`src/design/lsps_pkg.sv`:
```
// lsps_pkg: shared types and constants of the LED strip pixel serializer.
// No dependencies; compiled first.
`timescale 1ns / 1ps
`default_nettype none

package lsps_pkg;

   localparam int ColorW   = 24;
   localparam int IndexW   = 8;
   localparam int CountW   = 9;
   localparam int TicksW   = 8;
   localparam int LatchW   = 16;
   localparam int CsrIdxW  = 3;
   localparam int CsrDataW = 16;

   localparam logic [LatchW-1:0] IdleMax = '1;

   typedef enum logic [1:0] {
      OP_WRITE = 2'd0,
      OP_READ  = 2'd1,
      OP_SHOW  = 2'd2,
      OP_TICK  = 2'd3
   } op_type;

   typedef enum logic [CsrIdxW-1:0] {
      CSR_LED_COUNT  = 3'd0,
      CSR_SCALE      = 3'd1,
      CSR_ONE_HIGH   = 3'd2,
      CSR_ONE_LOW    = 3'd3,
      CSR_ZERO_HIGH  = 3'd4,
      CSR_ZERO_LOW   = 3'd5,
      CSR_LATCH      = 3'd6,
      CSR_UNUSED     = 3'd7
   } csr_idx_type;

   typedef struct packed {
      logic [TicksW-1:0] one_high;
      logic [TicksW-1:0] one_low;
      logic [TicksW-1:0] zero_high;
      logic [TicksW-1:0] zero_low;
      logic [LatchW-1:0] latch;
   } timing_type;

   typedef struct packed {
      logic line;
      logic busy;
      logic done;
   } ser_status_type;

endpackage

`default_nettype wire

```
`src/design/lsps_serializer.sv`:
```
// lsps_serializer: frame arming, latch gap and bit timing of the strip line.
// Depends on lsps_pkg; pixel data comes from the top level's store.
`timescale 1ns / 1ps
`default_nettype none

module lsps_serializer #(
   parameter int ADDR_W = 8
) (
   input  wire logic                          clock,
   input  wire logic                          reset,
   input  wire logic                          tick_go,
   input  wire logic                          show_go,
   input  wire lsps_pkg::timing_type          timing,
   input  wire logic [lsps_pkg::CountW-1:0]   eff_count,
   input  wire logic [lsps_pkg::ColorW-1:0]   pixel,
   output logic                               busy,
   output lsps_pkg::ser_status_type           status_in,
   output logic      [ADDR_W-1:0]             pixel_addr_in
);
   localparam int CmpW = (ADDR_W + 1 > lsps_pkg::CountW) ? ADDR_W + 1 : lsps_pkg::CountW;

   logic [ADDR_W-1:0]               send_pixel_ff, send_pixel_in;
   logic [1:0]                      byte_sel_ff, byte_sel_in;
   logic [2:0]                      bit_sel_ff, bit_sel_in;
   logic                            phase_high_ff, phase_high_in;
   logic [lsps_pkg::TicksW-1:0]     phase_cnt_ff, phase_cnt_in;
   logic                            sending_ff, sending_in;
   logic                            pending_ff, pending_in;
   logic [lsps_pkg::LatchW-1:0]     idle_cnt_ff, idle_cnt_in;
   logic                            line_ff, line_in;

   logic [7:0]                      cur_byte;
   logic                            cur_bit;
   logic [lsps_pkg::TicksW-1:0]     lim;
   logic [lsps_pkg::TicksW:0]       cnt_inc;
   logic                            done;

   assign busy = sending_ff | pending_ff;

   always_comb begin
      send_pixel_in = send_pixel_ff;
      byte_sel_in   = byte_sel_ff;
      bit_sel_in    = bit_sel_ff;
      phase_high_in = phase_high_ff;
      phase_cnt_in  = phase_cnt_ff;
      sending_in    = sending_ff;
      pending_in    = pending_ff;
      idle_cnt_in   = idle_cnt_ff;
      line_in       = line_ff;
      done          = 1'b0;
      cur_byte      = '0;
      cur_bit       = 1'b0;
      lim           = '0;
      cnt_inc       = '0;

      if (show_go) begin
         pending_in = 1'b1;
      end

      if (tick_go) begin
         if (!sending_ff && pending_ff && (idle_cnt_ff >= timing.latch)) begin
            pending_in = 1'b0;
            if (eff_count != '0) begin
               sending_in    = 1'b1;
               send_pixel_in = '0;
               byte_sel_in   = '0;
               bit_sel_in    = 3'd7;
               phase_high_in = 1'b1;
               phase_cnt_in  = '0;
            end
         end

         if (sending_in) begin
            case (byte_sel_in)
               2'd0:    cur_byte = pixel[23:16];
               2'd1:    cur_byte = pixel[7:0];
               default: cur_byte = pixel[15:8];
            endcase
            cur_bit = cur_byte[bit_sel_in];
            if (phase_high_in) begin
               lim = cur_bit ? timing.one_high : timing.zero_high;
            end else begin
               lim = cur_bit ? timing.one_low : timing.zero_low;
            end
            if (lim == '0) begin
               lim = 8'd1;
            end
            line_in = phase_high_in;
            cnt_inc = {1'b0, phase_cnt_in} + 9'd1;
            if (cnt_inc >= {1'b0, lim}) begin
               phase_cnt_in = '0;
               if (phase_high_in) begin
                  phase_high_in = 1'b0;
               end else begin
                  phase_high_in = 1'b1;
                  if (bit_sel_in != 3'd0) begin
                     bit_sel_in = bit_sel_in - 3'd1;
                  end else begin
                     bit_sel_in = 3'd7;
                     if (byte_sel_in == 2'd2) begin
                        byte_sel_in = '0;
                        if ((CmpW'(send_pixel_in) + CmpW'(1)) >= CmpW'(eff_count)) begin
                           sending_in    = 1'b0;
                           phase_high_in = 1'b0;
                           send_pixel_in = '0;
                           idle_cnt_in   = '0;
                           done          = 1'b1;
                        end else begin
                           send_pixel_in = send_pixel_in + ADDR_W'(1);
                        end
                     end else begin
                        byte_sel_in = byte_sel_in + 2'd1;
                     end
                  end
               end
            end else begin
               phase_cnt_in = cnt_inc[lsps_pkg::TicksW-1:0];
            end
         end else begin
            line_in = 1'b0;
            if (idle_cnt_in != lsps_pkg::IdleMax) begin
               idle_cnt_in = idle_cnt_in + 16'd1;
            end
         end
      end
   end

   assign pixel_addr_in    = send_pixel_in;
   assign status_in.line   = line_in;
   assign status_in.busy   = sending_in | pending_in;
   assign status_in.done   = done;

   always_ff @(posedge clock) begin
      if (reset) begin
         send_pixel_ff <= '0;
         byte_sel_ff   <= '0;
         bit_sel_ff    <= 3'd7;
         phase_high_ff <= 1'b0;
         phase_cnt_ff  <= '0;
         sending_ff    <= 1'b0;
         pending_ff    <= 1'b0;
         idle_cnt_ff   <= lsps_pkg::IdleMax;
         line_ff       <= 1'b0;
      end else begin
         send_pixel_ff <= send_pixel_in;
         byte_sel_ff   <= byte_sel_in;
         bit_sel_ff    <= bit_sel_in;
         phase_high_ff <= phase_high_in;
         phase_cnt_ff  <= phase_cnt_in;
         sending_ff    <= sending_in;
         pending_ff    <= pending_in;
         idle_cnt_ff   <= idle_cnt_in;
         line_ff       <= line_in;
      end
   end

endmodule

`default_nettype wire

```
`config.mk`:
```
export PLATFORM = sky130hd
export DESIGN_NAME = lsps_serializer
export DESIGN_NICKNAME = d
export VERILOG_FILES = /design/src/design/lsps_pkg.sv /design/src/design/lsps_serializer.sv
export SDC_FILE = /design/constraint.sdc
export NUM_CORES = 1
export LEC_CHECK = 0
export ABC_AREA = 1
export BUFFER_PORTS_ARGS = -buffer_cell sky130_fd_sc_hd__buf_4
export CORE_MARGIN = 3
export CORE_UTILIZATION = 55
export CTS_CLUSTER_DIAMETER = 30
export DETAILED_ROUTE_END_ITERATION = 16
export PLACE_DENSITY = 0.78
export SYNTH_ARGS = -nofsm -noshare
export SYNTH_HDL_FRONTEND = slang
export SYNTH_SLANG_ARGS = --single-unit
```
`constraint.sdc`:
```
create_clock -name clock -period 5.5 [get_ports clock]
set_clock_uncertainty 0.15 [all_clocks]
set_input_delay 0 -clock clock [delete_from_list [all_inputs] [get_ports clock]]
set_output_delay 0 -clock clock [all_outputs]
set_load 0.005 [all_outputs]
```
==> results of run 1 <==
==> registers in the layout (all words and copies together) (netlist names), 2 cells and up <==
register	cells
bit_sel_ff	3
send_pixel_ff	8
idle_cnt_ff	16
phase_cnt_ff	8
byte_sel_ff	2
==> cell families (layout without fill, tap and decap cells) <==
kind of cell	count (synthesis)	after routing	share of synthesized area, %
xor gates and xnor gates	10	10	2.145
DFF	41	41	20.10
adders and majority gates	38	38	11.65
and+or+nand+nor	344	346	39.90
AOI/OAI and AO/OA	96	97	13.15
buffers and inverters	132	223	13.06
==> stage by stage <==
step           instance area [µm²]  hold WS, ns  utilization [%]  setup slack, ns  total power [W]
6_report                      5131       0.3535            73.49           0.4901         0.001024
5_1_grt                       5131       0.3789            73.49          0.01095         0.001104
4_1_cts                       4984       0.3380            71.38          0.08828        0.0009939
3_5_place_dp                  4840       0.1572            69.32           0.3589        0.0007527
3_3_place_gp                  4840       0.1493            69.32           0.5127        0.0007419
2_1_floorplan                 4083    -0.001038                -            1.121        0.0006369
==> power groups by stage <==
stage,logic (W),clock network [W],registers [W]
after floorplan,0.000290,0,0.000347
after global placement,0.000388,0,0.000354
after detailed placement,0.000398,0,0.000354
after CTS,0.000403,0.000244,0.000348
after global routing,0.000493,0.000258,0.000353
final,0.000434,0.000241,0.000349
==> cell type report <==
cell class	instances	area (µm²)
clock buffer	5	68.82
inverter	109	421.7
tap	96	120.1
multi-input combinational	491	2836
fill	626	1851
timing repair buffer	107	825.8
clock inverter	2	35.03
sequential	41	823.3
==> worst register-to-register path, delay by kind of cell (launching register included) <==
kind                     cells  cell delay [ns]
AO/OA/AOI/OAI                2             0.33
adder cells (fa/ha/maj)      2             0.54
buffers and inverters        4             0.49
flip-flops                   1             0.36
AND/OR/NAND/NOR             32             3.00
==> per-layer routing <==
metal / share of wire [%] / vias up / global-route usage (%)
li1: - / 2345 / -
met1: 44 / 2026 / 32.04
met2: 50 / 130 / 42.46
met3: 5.0 / 15 / 2.789
met4: 1.2 / 0 / 5.817
met5: 0 / - / 0
==> worst max-delay path by stage <==
stage	startpoint	end	slack [ns]	cells past startpoint
2_1_floorplan	idle_cnt_ff[3]$_SDFFE_PP1P_	idle_cnt_ff[10]$_SDFFE_PP1P_	1.12	36
3_3_place_gp	idle_cnt_ff[3]$_SDFFE_PP1P_	idle_cnt_ff[9]$_SDFFE_PP1P_	0.51	36
3_5_place_dp	idle_cnt_ff[3]$_SDFFE_PP1P_	idle_cnt_ff[5]$_SDFFE_PP1P_	0.36	36
4_1_cts	idle_cnt_ff[3]$_SDFFE_PP1P_	pixel_addr_in[4]	0.09	37
5_1_grt	idle_cnt_ff[3]$_SDFFE_PP1P_	pixel_addr_in[2]	0.01	39
6_report	idle_cnt_ff[0]$_SDFFE_PP1P_	pixel_addr_in[2]	0.49	40
==> what timing repair did <==
item | in CTS | in global routing
gates resized for setup | 0 | 20
endpoints found under the setup margin | 0 | 42
endpoints found under the hold margin | 20 | 0
buffers inserted | 0 | 2
hold buffers | 4 | 0
==> layout by cell type (no fill, tap or decap), drive strengths merged, types with 2 or more instances in the layout <==
cell and count:
nand2 169, inv 106, buf 103, nand3 77, nor2 69, a21oi 49, dfxtp 41, ha 38
o21ai 29, nand4 14, nor3 7, a22oi 7, xnor2 6, clkbuf 5, nand3b 5, xor2 4
o211ai 4, dlygate4sd3 4, clkinv 4, or2 3, a31oi 2
==> results.sh, run 1 <==
export IMPL_netlist_top_cells_area="dfxtp_1 20%, nand2_1 15%, ha_1 12%, inv_1 9.4%, nand3_1 8.5%"
export IMPL_p_clk_share_pct=23.5
export IMPL_h_tree_depth=2
export IMPL_seq_power_share_pct=34.1
export IMPL_clockRootBuffer="clkbuf_8"
export IMPL_report_final_setup_viol=0
export IMPL_dpl_cell_count=835
export IMPL_hold_viol=0
export IMPL_synth_top_area_cell="dfxtp_1"
export IMPL_rsz0062_at_grt="false"
export IMPL_fp_coreArea_um2=6982
export IMPL_yosys_top_cells_count="160 x nand2_1, 102 x inv_1, 69 x nand3_1"
export IMPL_tightest_slew_ns=0.6401
export IMPL_critPathKind="register to output port"
export IMPL_p_leak_nw=2.724
export IMPL_relSlewSlack_pct=57.28
export IMPL_r2r_end="idle_cnt_ff[12]$_SDFFE_PP1P_"
export IMPL_r2r_cells=40
export IMPL_cp_arrival_ns=4.86
export IMPL_final_cells=851
export IMPL_finalMaxSlewViolations=0
export IMPL_swShare_pct=38.22
export IMPL_ios=97
export IMPL_cp_max_fo=8
export IMPL_grt_ovfl_total=0
export IMPL_cts_sinks=41
export IMPL_place_gp_congestion=0.9185
export IMPL_die_area_um2=8493
export IMPL_synth_cell_type_count=43
export IMPL_startpoint_type="register"
export IMPL_vias=4516
export IMPL_yosys_warnings=0
export IMPL_synthToLayoutAreaGrowth_pct=25.68
export IMPL_start_util_pct=58.48
export IMPL_clk_pin_slew_ns=0.08
export IMPL_die_h_um=92.16
export IMPL_power_per_cell_area_nw_per_um2=199.6
export IMPL_layout_nets=878
export IMPL_holdPathEnd="line_ff$_SDFF_PP0_"
export IMPL_place_hpwl_um=8138
export IMPL_rows=30
export IMPL_path_common_cell="nand2_1"
export IMPL_finalSetupTns_ns=0
export IMPL_grt_pass1_wl_um=17750
export IMPL_p_sw_w=0.0003915
export IMPL_io_buffers=96
export IMPL_yosysSeqAreaShare_pct=20.10
export IMPL_synth_seq_cells=41
export IMPL_drtIter0Drc=218
export IMPL_status="completed"
export IMPL_slowest_stage="dfxtp_1"
export IMPL_synth_cells=661
export IMPL_drtPass1Iterations=5
export IMPL_grt_usage_pct=24.37
export IMPL_rr_startpoint="idle_cnt_ff[0]$_SDFFE_PP1P_"
export IMPL_period_share_pct=91.09
export IMPL_r2r_slack_ns=0.58
export IMPL_min_from="line_ff$_SDFF_PP0_"
export IMPL_async_flop_share_pct=0
export IMPL_fin_crit_ns=5.010
export IMPL_critPathBufInv=6
export IMPL_max_cap_violations=0
export IMPL_syn_avg_cell_area_um2=6.176
export IMPL_viasPerCell=5.307
export IMPL_clockBufferDepth=2
export IMPL_grt_max_degree=41
export IMPL_die_w_um=92.16
export IMPL_min_path_type="register to register"
export IMPL_p_int_w=0.0006328
export IMPL_grt_pass1_vias=4128
export IMPL_wirelength_um=10850
export IMPL_p_comb_share_pct=42.4
export IMPL_slowest_delay_ns=0.36
export IMPL_synth_edf_count=0
export IMPL_post_drt_wl_per_cell_um=12.75
export IMPL_diodes=0
export IMPL_hold_depth=2
export IMPL_synth_top_area_share_pct=20.10
export IMPL_synth_nets=784
export IMPL_drc=0
export IMPL_ys_dominant_reg_cell="dfxtp_1"
export IMPL_max_freq_mhz=199.6
export IMPL_ir_worst_vdd_mv=0.1067
export IMPL_cp_required_ns=5.35
export IMPL_drive_gt1_share_pct=20.93
export IMPL_yosysMostFrequentCell="nand2_1"
export IMPL_cts_made_buffers=5
export IMPL_endpoint_kind="output port"
export IMPL_cpLargestDelayFamily="simple AND/OR/NAND/NOR gates"
export IMPL_synth_area_um2=4083
export IMPL_tritoncts="built"
export IMPL_clkLatencyLatePin_ns=0.30
export IMPL_drtAntennaViolNets=0
export IMPL_grt_antenna_before_repair=0
Note: power is estimated with default switching activity, not from simulation.
==> inputs of run 2 (changes only) <==
==> constraint.sdc (replaced) <==
create_clock -name clock -period 5.5 [get_ports clock]
set_clock_uncertainty 0.15 [all_clocks]
set_input_delay 0 -clock clock [delete_from_list [all_inputs] [get_ports clock]]
set_output_delay 0 -clock clock [all_outputs]
set_load 0.1 [all_outputs]
==> run 2 against run 1 <==
Net effect:
- routed wire length up 3.5%
- sequential cell count unchanged
- final area up 0.20%
- global-route usage up 1.2 points
- combinational power up 7.8%
- sequential share of layout area about the same
- sequential power about the same
- worst setup slack worse by 0.13 ns
- hold slack worse by 0.025 ns
- critical path type unchanged
- critical endpoint unchanged
- largest cell class unchanged
==> results.sh, run 2 (synthesis gave the netlist of run 1 again) <==
export IMPL_largestRegisters="idle_cnt_ff x16, phase_cnt_ff x8, send_pixel_ff x8"
export IMPL_p_comb_share_pct=43.6
export IMPL_utilization_pct=73.64
export IMPL_layout_nets=880
export IMPL_place_area_um2=4832
export IMPL_tightest_slew_ns=0.6621
export IMPL_post_place_ws_ns=0.1411
export IMPL_min_path_type="register to register"
export IMPL_ios=97
export IMPL_max_freq_mhz=194.5
export IMPL_ir_worst_vdd_mv=0.1405
export IMPL_cp_arrival_ns=4.99
export IMPL_hold_viol=0
export IMPL_fp_coreArea_um2=6982
export IMPL_grt_pass1_wl_um=18460
export IMPL_rows=30
export IMPL_drtIter0Drc=237
export IMPL_finalSetupTns_ns=0
export IMPL_tritoncts="built"
export IMPL_cts_sinks=41
export IMPL_drive_gt1_share_pct=21.24
export IMPL_max_cap_violations=0
export IMPL_clk_pin_slew_ns=0.08
export IMPL_wl_met3_um=529
export IMPL_wl_met2_um=5688
export IMPL_die_h_um=92.16
export IMPL_clkLatencyLatePin_ns=0.30
export IMPL_start_util_pct=58.48
export IMPL_regMostFlops="idle_cnt_ff"
export IMPL_final_cells=854
export IMPL_viasPerCell=5.393
export IMPL_wirelength_um=11230
export IMPL_critPathKind="register to output port"
export IMPL_drtPass1Iterations=5
export IMPL_endpoint_kind="output port"
export IMPL_grt_ovfl_total=0
export IMPL_cts_made_buffers=5
export IMPL_drc=0
export IMPL_finalMaxSlewViolations=0
export IMPL_die_w_um=92.16
export IMPL_vias=4606
export IMPL_final_common_cell="nand2_1"
export IMPL_cp_max_fo=12
export IMPL_slowest_delay_ns=0.38
export IMPL_diodes=0
export IMPL_nFillCells=627
export IMPL_layout_cells_most_common_list="157 x nand2_1, 101 x inv_1, 101 x buf_4, 67 x nand3_1, 59 x nor2_1"
export IMPL_dpl_cell_count=834
export IMPL_largest_register_ffs=16
export IMPL_p_sw_w=0.0004248
export IMPL_grt_antenna_before_repair=0
export IMPL_top_layer="met4"
export IMPL_startpoint_type="register"
export IMPL_stdcell_area_um2=5141
export IMPL_setup_slack_ns=0.3599
export IMPL_io_buffers=96
export IMPL_slowest_stage="dfxtp_1"
export IMPL_die_area_um2=8493
export IMPL_synthToLayoutAreaGrowth_pct=25.93
export IMPL_report_final_setup_viol=0
export IMPL_clockRootBuffer="clkbuf_8"
export IMPL_path_common_cell="nand2_1"
export IMPL_status="completed"
export IMPL_grt_max_degree=41
export IMPL_p_clk_share_pct=23.8
export IMPL_place_gp_congestion=0.8542
export IMPL_h_tree_depth=2
export IMPL_fin_crit_ns=5.140
export IMPL_seq_power_share_pct=32.6
export IMPL_post_drt_wl_per_cell_um=13.14
export IMPL_power_per_cell_area_nw_per_um2=208.7
export IMPL_place_hpwl_um=8291
export IMPL_drtAntennaViolNets=0
export IMPL_grt_pass1_vias=4303
export IMPL_clockBufferDepth=2
export IMPL_cp_required_ns=5.35
export IMPL_p_int_w=0.0006481
export IMPL_period_share_pct=93.46
export IMPL_rsz0062_at_grt="true"
export IMPL_m1WireLength_um=4797
export IMPL_swShare_pct=39.59
export IMPL_grt_usage_pct=25.55
export IMPL_p_leak_nw=2.709
export IMPL_relSlewSlack_pct=55.81
[run 2: changes by cell type in the layout (fill, tap and decap cells not counted), sizes merged]
cell	before	now
buf	103	104
inv	106	107
clkinv	4	2
nand3	77	78
clkbuf	5	7
[run 2: worst paths after layout]
check                              start  cells past startpoint  slack (ns)                            to
min reg2reg           line_ff$_SDFF_PP0_                      2        0.33            line_ff$_SDFF_PP0_
min                   line_ff$_SDFF_PP0_                      2        0.33            line_ff$_SDFF_PP0_
max          idle_cnt_ff[0]$_SDFFE_PP1P_                     37        0.36              pixel_addr_in[2]
max reg2reg  idle_cnt_ff[0]$_SDFFE_PP1P_                     37        0.52  idle_cnt_ff[13]$_SDFFE_PP1P_
[run 2: final cells by class]
| cell class | count | area, µm² | area share (%) |
|---|---|---|---|
| Multi-Input combinational cell | 492 | 2826 | 54.98 |
| Timing Repair Buffer | 108 | 840.8 | 16.35 |
| Clock inverter | 1 | 30.03 | 0.5841 |
| Inverter | 109 | 414.1 | 8.055 |
| Clock buffer | 7 | 86.33 | 1.679 |
| Sequential cell | 41 | 823.3 | 16.01 |
| Tap cell | 96 | 120.1 | 2.336 |
[run 2: power by group through the flow]
| stage | Clock, W | Sequential [W] | Combinational (W) |
|---|---|---|---|
| after floorplan | 0 | 0.000347 | 0.000322 |
| after global placement | 0 | 0.000353 | 0.000418 |
| after detailed placement | 0 | 0.000355 | 0.000431 |
| after CTS | 0.000257 | 0.000348 | 0.000441 |
| after global routing | 0.000271 | 0.000353 | 0.000528 |
| final | 0.000255 | 0.000350 | 0.000468 |
[run 2: what timing repair did]
action / CTS / global route
endpoints found under the setup margin: 6 / 33
pin swaps: 0 / 2
setup buffers: 0 / 4
gates resized for setup: 4 / 19
gates cloned: 1 / 3
endpoints found under the hold margin: 19 / 0
hold buffers: 4 / 0
[run 2: layer usage]
layer,global-route usage [%],vias up
li1,-,2348
met1,32.52,2092
met2,44.59,144
met3,3.527,22
met4,7.673,0
met5,0,-
[run 2: critical path: cells and delay by family, from the launching register on]
family | cells | cell delay (ns)
adders and majority gates | 2 | 0.53
AOI/OAI and AO/OA | 3 | 0.54
buffers and inverters | 6 | 0.91
DFF | 1 | 0.38
and+or+nand+nor | 26 | 2.29
[run 2: metrics by stage]
step | total power, W | hold WS, ns
2_1_floorplan | 0.0006683 | 0.03046
3_3_place_gp | 0.0007715 | 0.1474
3_5_place_dp | 0.0007864 | 0.1793
4_1_cts | 0.001046 | 0.3277
5_1_grt | 0.001152 | 0.3606
6_report | 0.001073 | 0.3289
==> inputs of run 3 (changes only) <==
--- a/config.mk
+++ b/config.mk
@@ -8,10 +8,10 @@
 export ABC_AREA = 1
 export BUFFER_PORTS_ARGS = -buffer_cell sky130_fd_sc_hd__buf_4
 export CORE_MARGIN = 3
-export CORE_UTILIZATION = 55
+export CORE_UTILIZATION = 60
 export CTS_CLUSTER_DIAMETER = 30
 export DETAILED_ROUTE_END_ITERATION = 16
-export PLACE_DENSITY = 0.78
+export PLACE_DENSITY = 0.84
 export SYNTH_ARGS = -nofsm -noshare
 export SYNTH_HDL_FRONTEND = slang
 export SYNTH_SLANG_ARGS = --single-unit
==> constraint.sdc (replaced) <==
create_clock -name clock -period 6.3 [get_ports clock]
set_clock_uncertainty 0.15 [all_clocks]
set_input_delay 0 -clock clock [delete_from_list [all_inputs] [get_ports clock]]
set_output_delay 0 -clock clock [all_outputs]
set_load 0.1 [all_outputs]
==> run 3 against run 2 <==
Net effect:
- non-clock buffer count down 7
- sequential share of layout area grew 0.59 points
- sequential cell count did not move
- sequential power down 13%
- die area shrank 7.8%
- worst setup slack better by 0.21 ns
- largest cell class unchanged
==> results.sh, run 3 (synthesis gave the netlist of run 1 again) <==
export IMPL_ir_worst_vdd_mv=0.1454
export IMPL_grt_ovfl_total=0
export IMPL_clockRootBuffer="clkbuf_8"
export IMPL_synthToLayoutAreaGrowth_pct=21.12
export IMPL_grt_pass1_vias=4010
export IMPL_min_path_type="register to register"
export IMPL_cp_max_fo=17
export IMPL_hold_viol=0
export IMPL_critPathBufInv=6
export IMPL_wirelength_um=10340
export IMPL_drtIter0Drc=274
export IMPL_die_w_um=88.49
export IMPL_finalSetupTns_ns=0
export IMPL_drive_gt1_share_pct=19.39
export IMPL_clkLatencyLatePin_ns=0.31
export IMPL_fp_coreArea_um2=6459
export IMPL_power_per_cell_area_nw_per_um2=174.7
export IMPL_cts_made_buffers=5
export IMPL_grt_antenna_before_repair=0
export IMPL_clockBufferDepth=2
export IMPL_tightest_slew_ns=0.6361
export IMPL_post_drt_wl_per_cell_um=12.53
export IMPL_finalMaxSlewViolations=0
export IMPL_cp_required_ns=6.15
export IMPL_p_clk_share_pct=20.5
export IMPL_endpoint_kind="output port"
export IMPL_startpoint_type="register"
export IMPL_critPathKind="register to output port"
export IMPL_drtPass1Iterations=5
export IMPL_period_share_pct=90.89
export IMPL_max_freq_mhz=174.6
export IMPL_rows=29
export IMPL_viasPerCell=5.467
export IMPL_place_hpwl_um=8044
export IMPL_report_power_total_w=0.0008637
export IMPL_cpLargestDelayFamily="simple AND/OR/NAND/NOR gates"
export IMPL_place_gp_congestion=0.9039
export IMPL_cts_sinks=41
export IMPL_tritoncts="built"
export IMPL_stdcell_area_um2=4945
export IMPL_max_cap_violations=0
export IMPL_swShare_pct=41.89
export IMPL_slowest_delay_ns=0.46
export IMPL_fin_crit_ns=5.726
export IMPL_drtAntennaViolNets=0
export IMPL_die_h_um=88.49
export IMPL_regMostFlops="idle_cnt_ff"
export IMPL_drc=0
export IMPL_die_area_um2=7830
export IMPL_p_int_w=0.0005018
export IMPL_clk_pin_slew_ns=0.09
export IMPL_grt_pass1_wl_um=17210
export IMPL_final_common_cell="nand2_1"
export IMPL_largestRegisters="idle_cnt_ff x16, phase_cnt_ff x8, send_pixel_ff x8"
export IMPL_status="completed"
export IMPL_largest_register_ffs=16
export IMPL_start_util_pct=63.21
export IMPL_cp_arrival_ns=5.58
export IMPL_path_common_cell="nand2_1"
export IMPL_seq_power_share_pct=35.2
export IMPL_rsz0062_at_grt="false"
export IMPL_ios=97
export IMPL_p_comb_share_pct=44.3
export IMPL_h_tree_depth=2
export IMPL_layout_cells_most_common_list="159 x nand2_1, 102 x inv_1, 97 x buf_4, 67 x nand3_1, 59 x nor2_1"
export IMPL_grt_usage_pct=26.51
export IMPL_diodes=0
export IMPL_layout_nets=870
export IMPL_p_leak_nw=2.642
export IMPL_grt_max_degree=41
export IMPL_relSlewSlack_pct=57.40
export IMPL_report_final_setup_viol=0
export IMPL_vias=4510
export IMPL_p_sw_w=0.0003618
export IMPL_slowest_stage="dfxtp_1"
export IMPL_place_area_um2=4786
export IMPL_io_buffers=96
run 3: changes by cell type in the layout (fill, tap and decap cells not counted), sizes merged:
cell / change
nand3: -1
nand2: -1
bufinv: -1
o21ai: -1
clkinvlp: +1
clkbuf: -2
buf: -7
clkinv: +2
run 3: cell type report:
type | instances | area, µm²
Inverter | 109 | 411.6
Clock inverter | 3 | 17.52
Fill cell | 522 | 1514
Clock buffer | 5 | 68.82
Multi-Input combinational cell | 489 | 2761
Sequential cell | 41 | 820.8
Tap cell | 77 | 96.34
Timing Repair Buffer | 101 | 768.2
run 3: tightest hold or removal path, cell delays in order (launching register included):
cell and delay, ns:
dfxtp_1 0.30, nand2_1 0.07, a21oi_1 0.06
run 3: final timing paths:
kind                                     from                           to  slack [ns]  cells after the start
setup / recovery  idle_cnt_ff[3]$_SDFFE_PP1P_             pixel_addr_in[2]        0.57                     37
hold / removal             line_ff$_SDFF_PP0_           line_ff$_SDFF_PP0_        0.33                      2
setup reg to reg  idle_cnt_ff[3]$_SDFFE_PP1P_  idle_cnt_ff[3]$_SDFFE_PP1P_        1.02                     36
hold reg to reg            line_ff$_SDFF_PP0_           line_ff$_SDFF_PP0_        0.33                      2
run 3: power by group through the flow:
| stage | Clock [W] | Sequential, W | Combinational [W] |
|---|---|---|---|
| 2_1_floorplan | 0 | 0.000303 | 0.000281 |
| 3_3_place_gp | 0 | 0.000309 | 0.000360 |
| 3_5_place_dp | 0 | 0.000309 | 0.000371 |
| 4_1_cts | 0.000176 | 0.000303 | 0.000376 |
| 5_1_grt | 0.000186 | 0.000307 | 0.000434 |
| 6_report | 0.000177 | 0.000304 | 0.000383 |
run 3: through the flow:
stage	hold slack, ns	util (%)	std cells	setup slack (ns)
4_1_cts	0.3271	76.06	824	0.2231
5_1_grt	0.3575	76.56	825	0.1032
2_1_floorplan	0.03046	-	661	1.585
3_3_place_gp	0.1483	74.10	812	0.7895
6_report	0.3326	76.56	825	0.5737
3_5_place_dp	0.1678	74.10	812	0.5776
run 3: timing repair:
item / CTS / global route
buffers inserted: 0 / 0
resized for setup: 0 / 5
endpoints found under the hold margin: 22 / 0
hold buffers: 4 / 0
endpoints found under the setup margin: 0 / 29
run 3: metal layers:
layer  vias to the layer above  routed length, µm  track usage (%)
li1                       2325                  -                -
met1                      2041               4559            34.95
met2                       134               5045            45.62
met3                        10                638            3.911
met4                         0                 95            6.319
met5                         -                  0                0
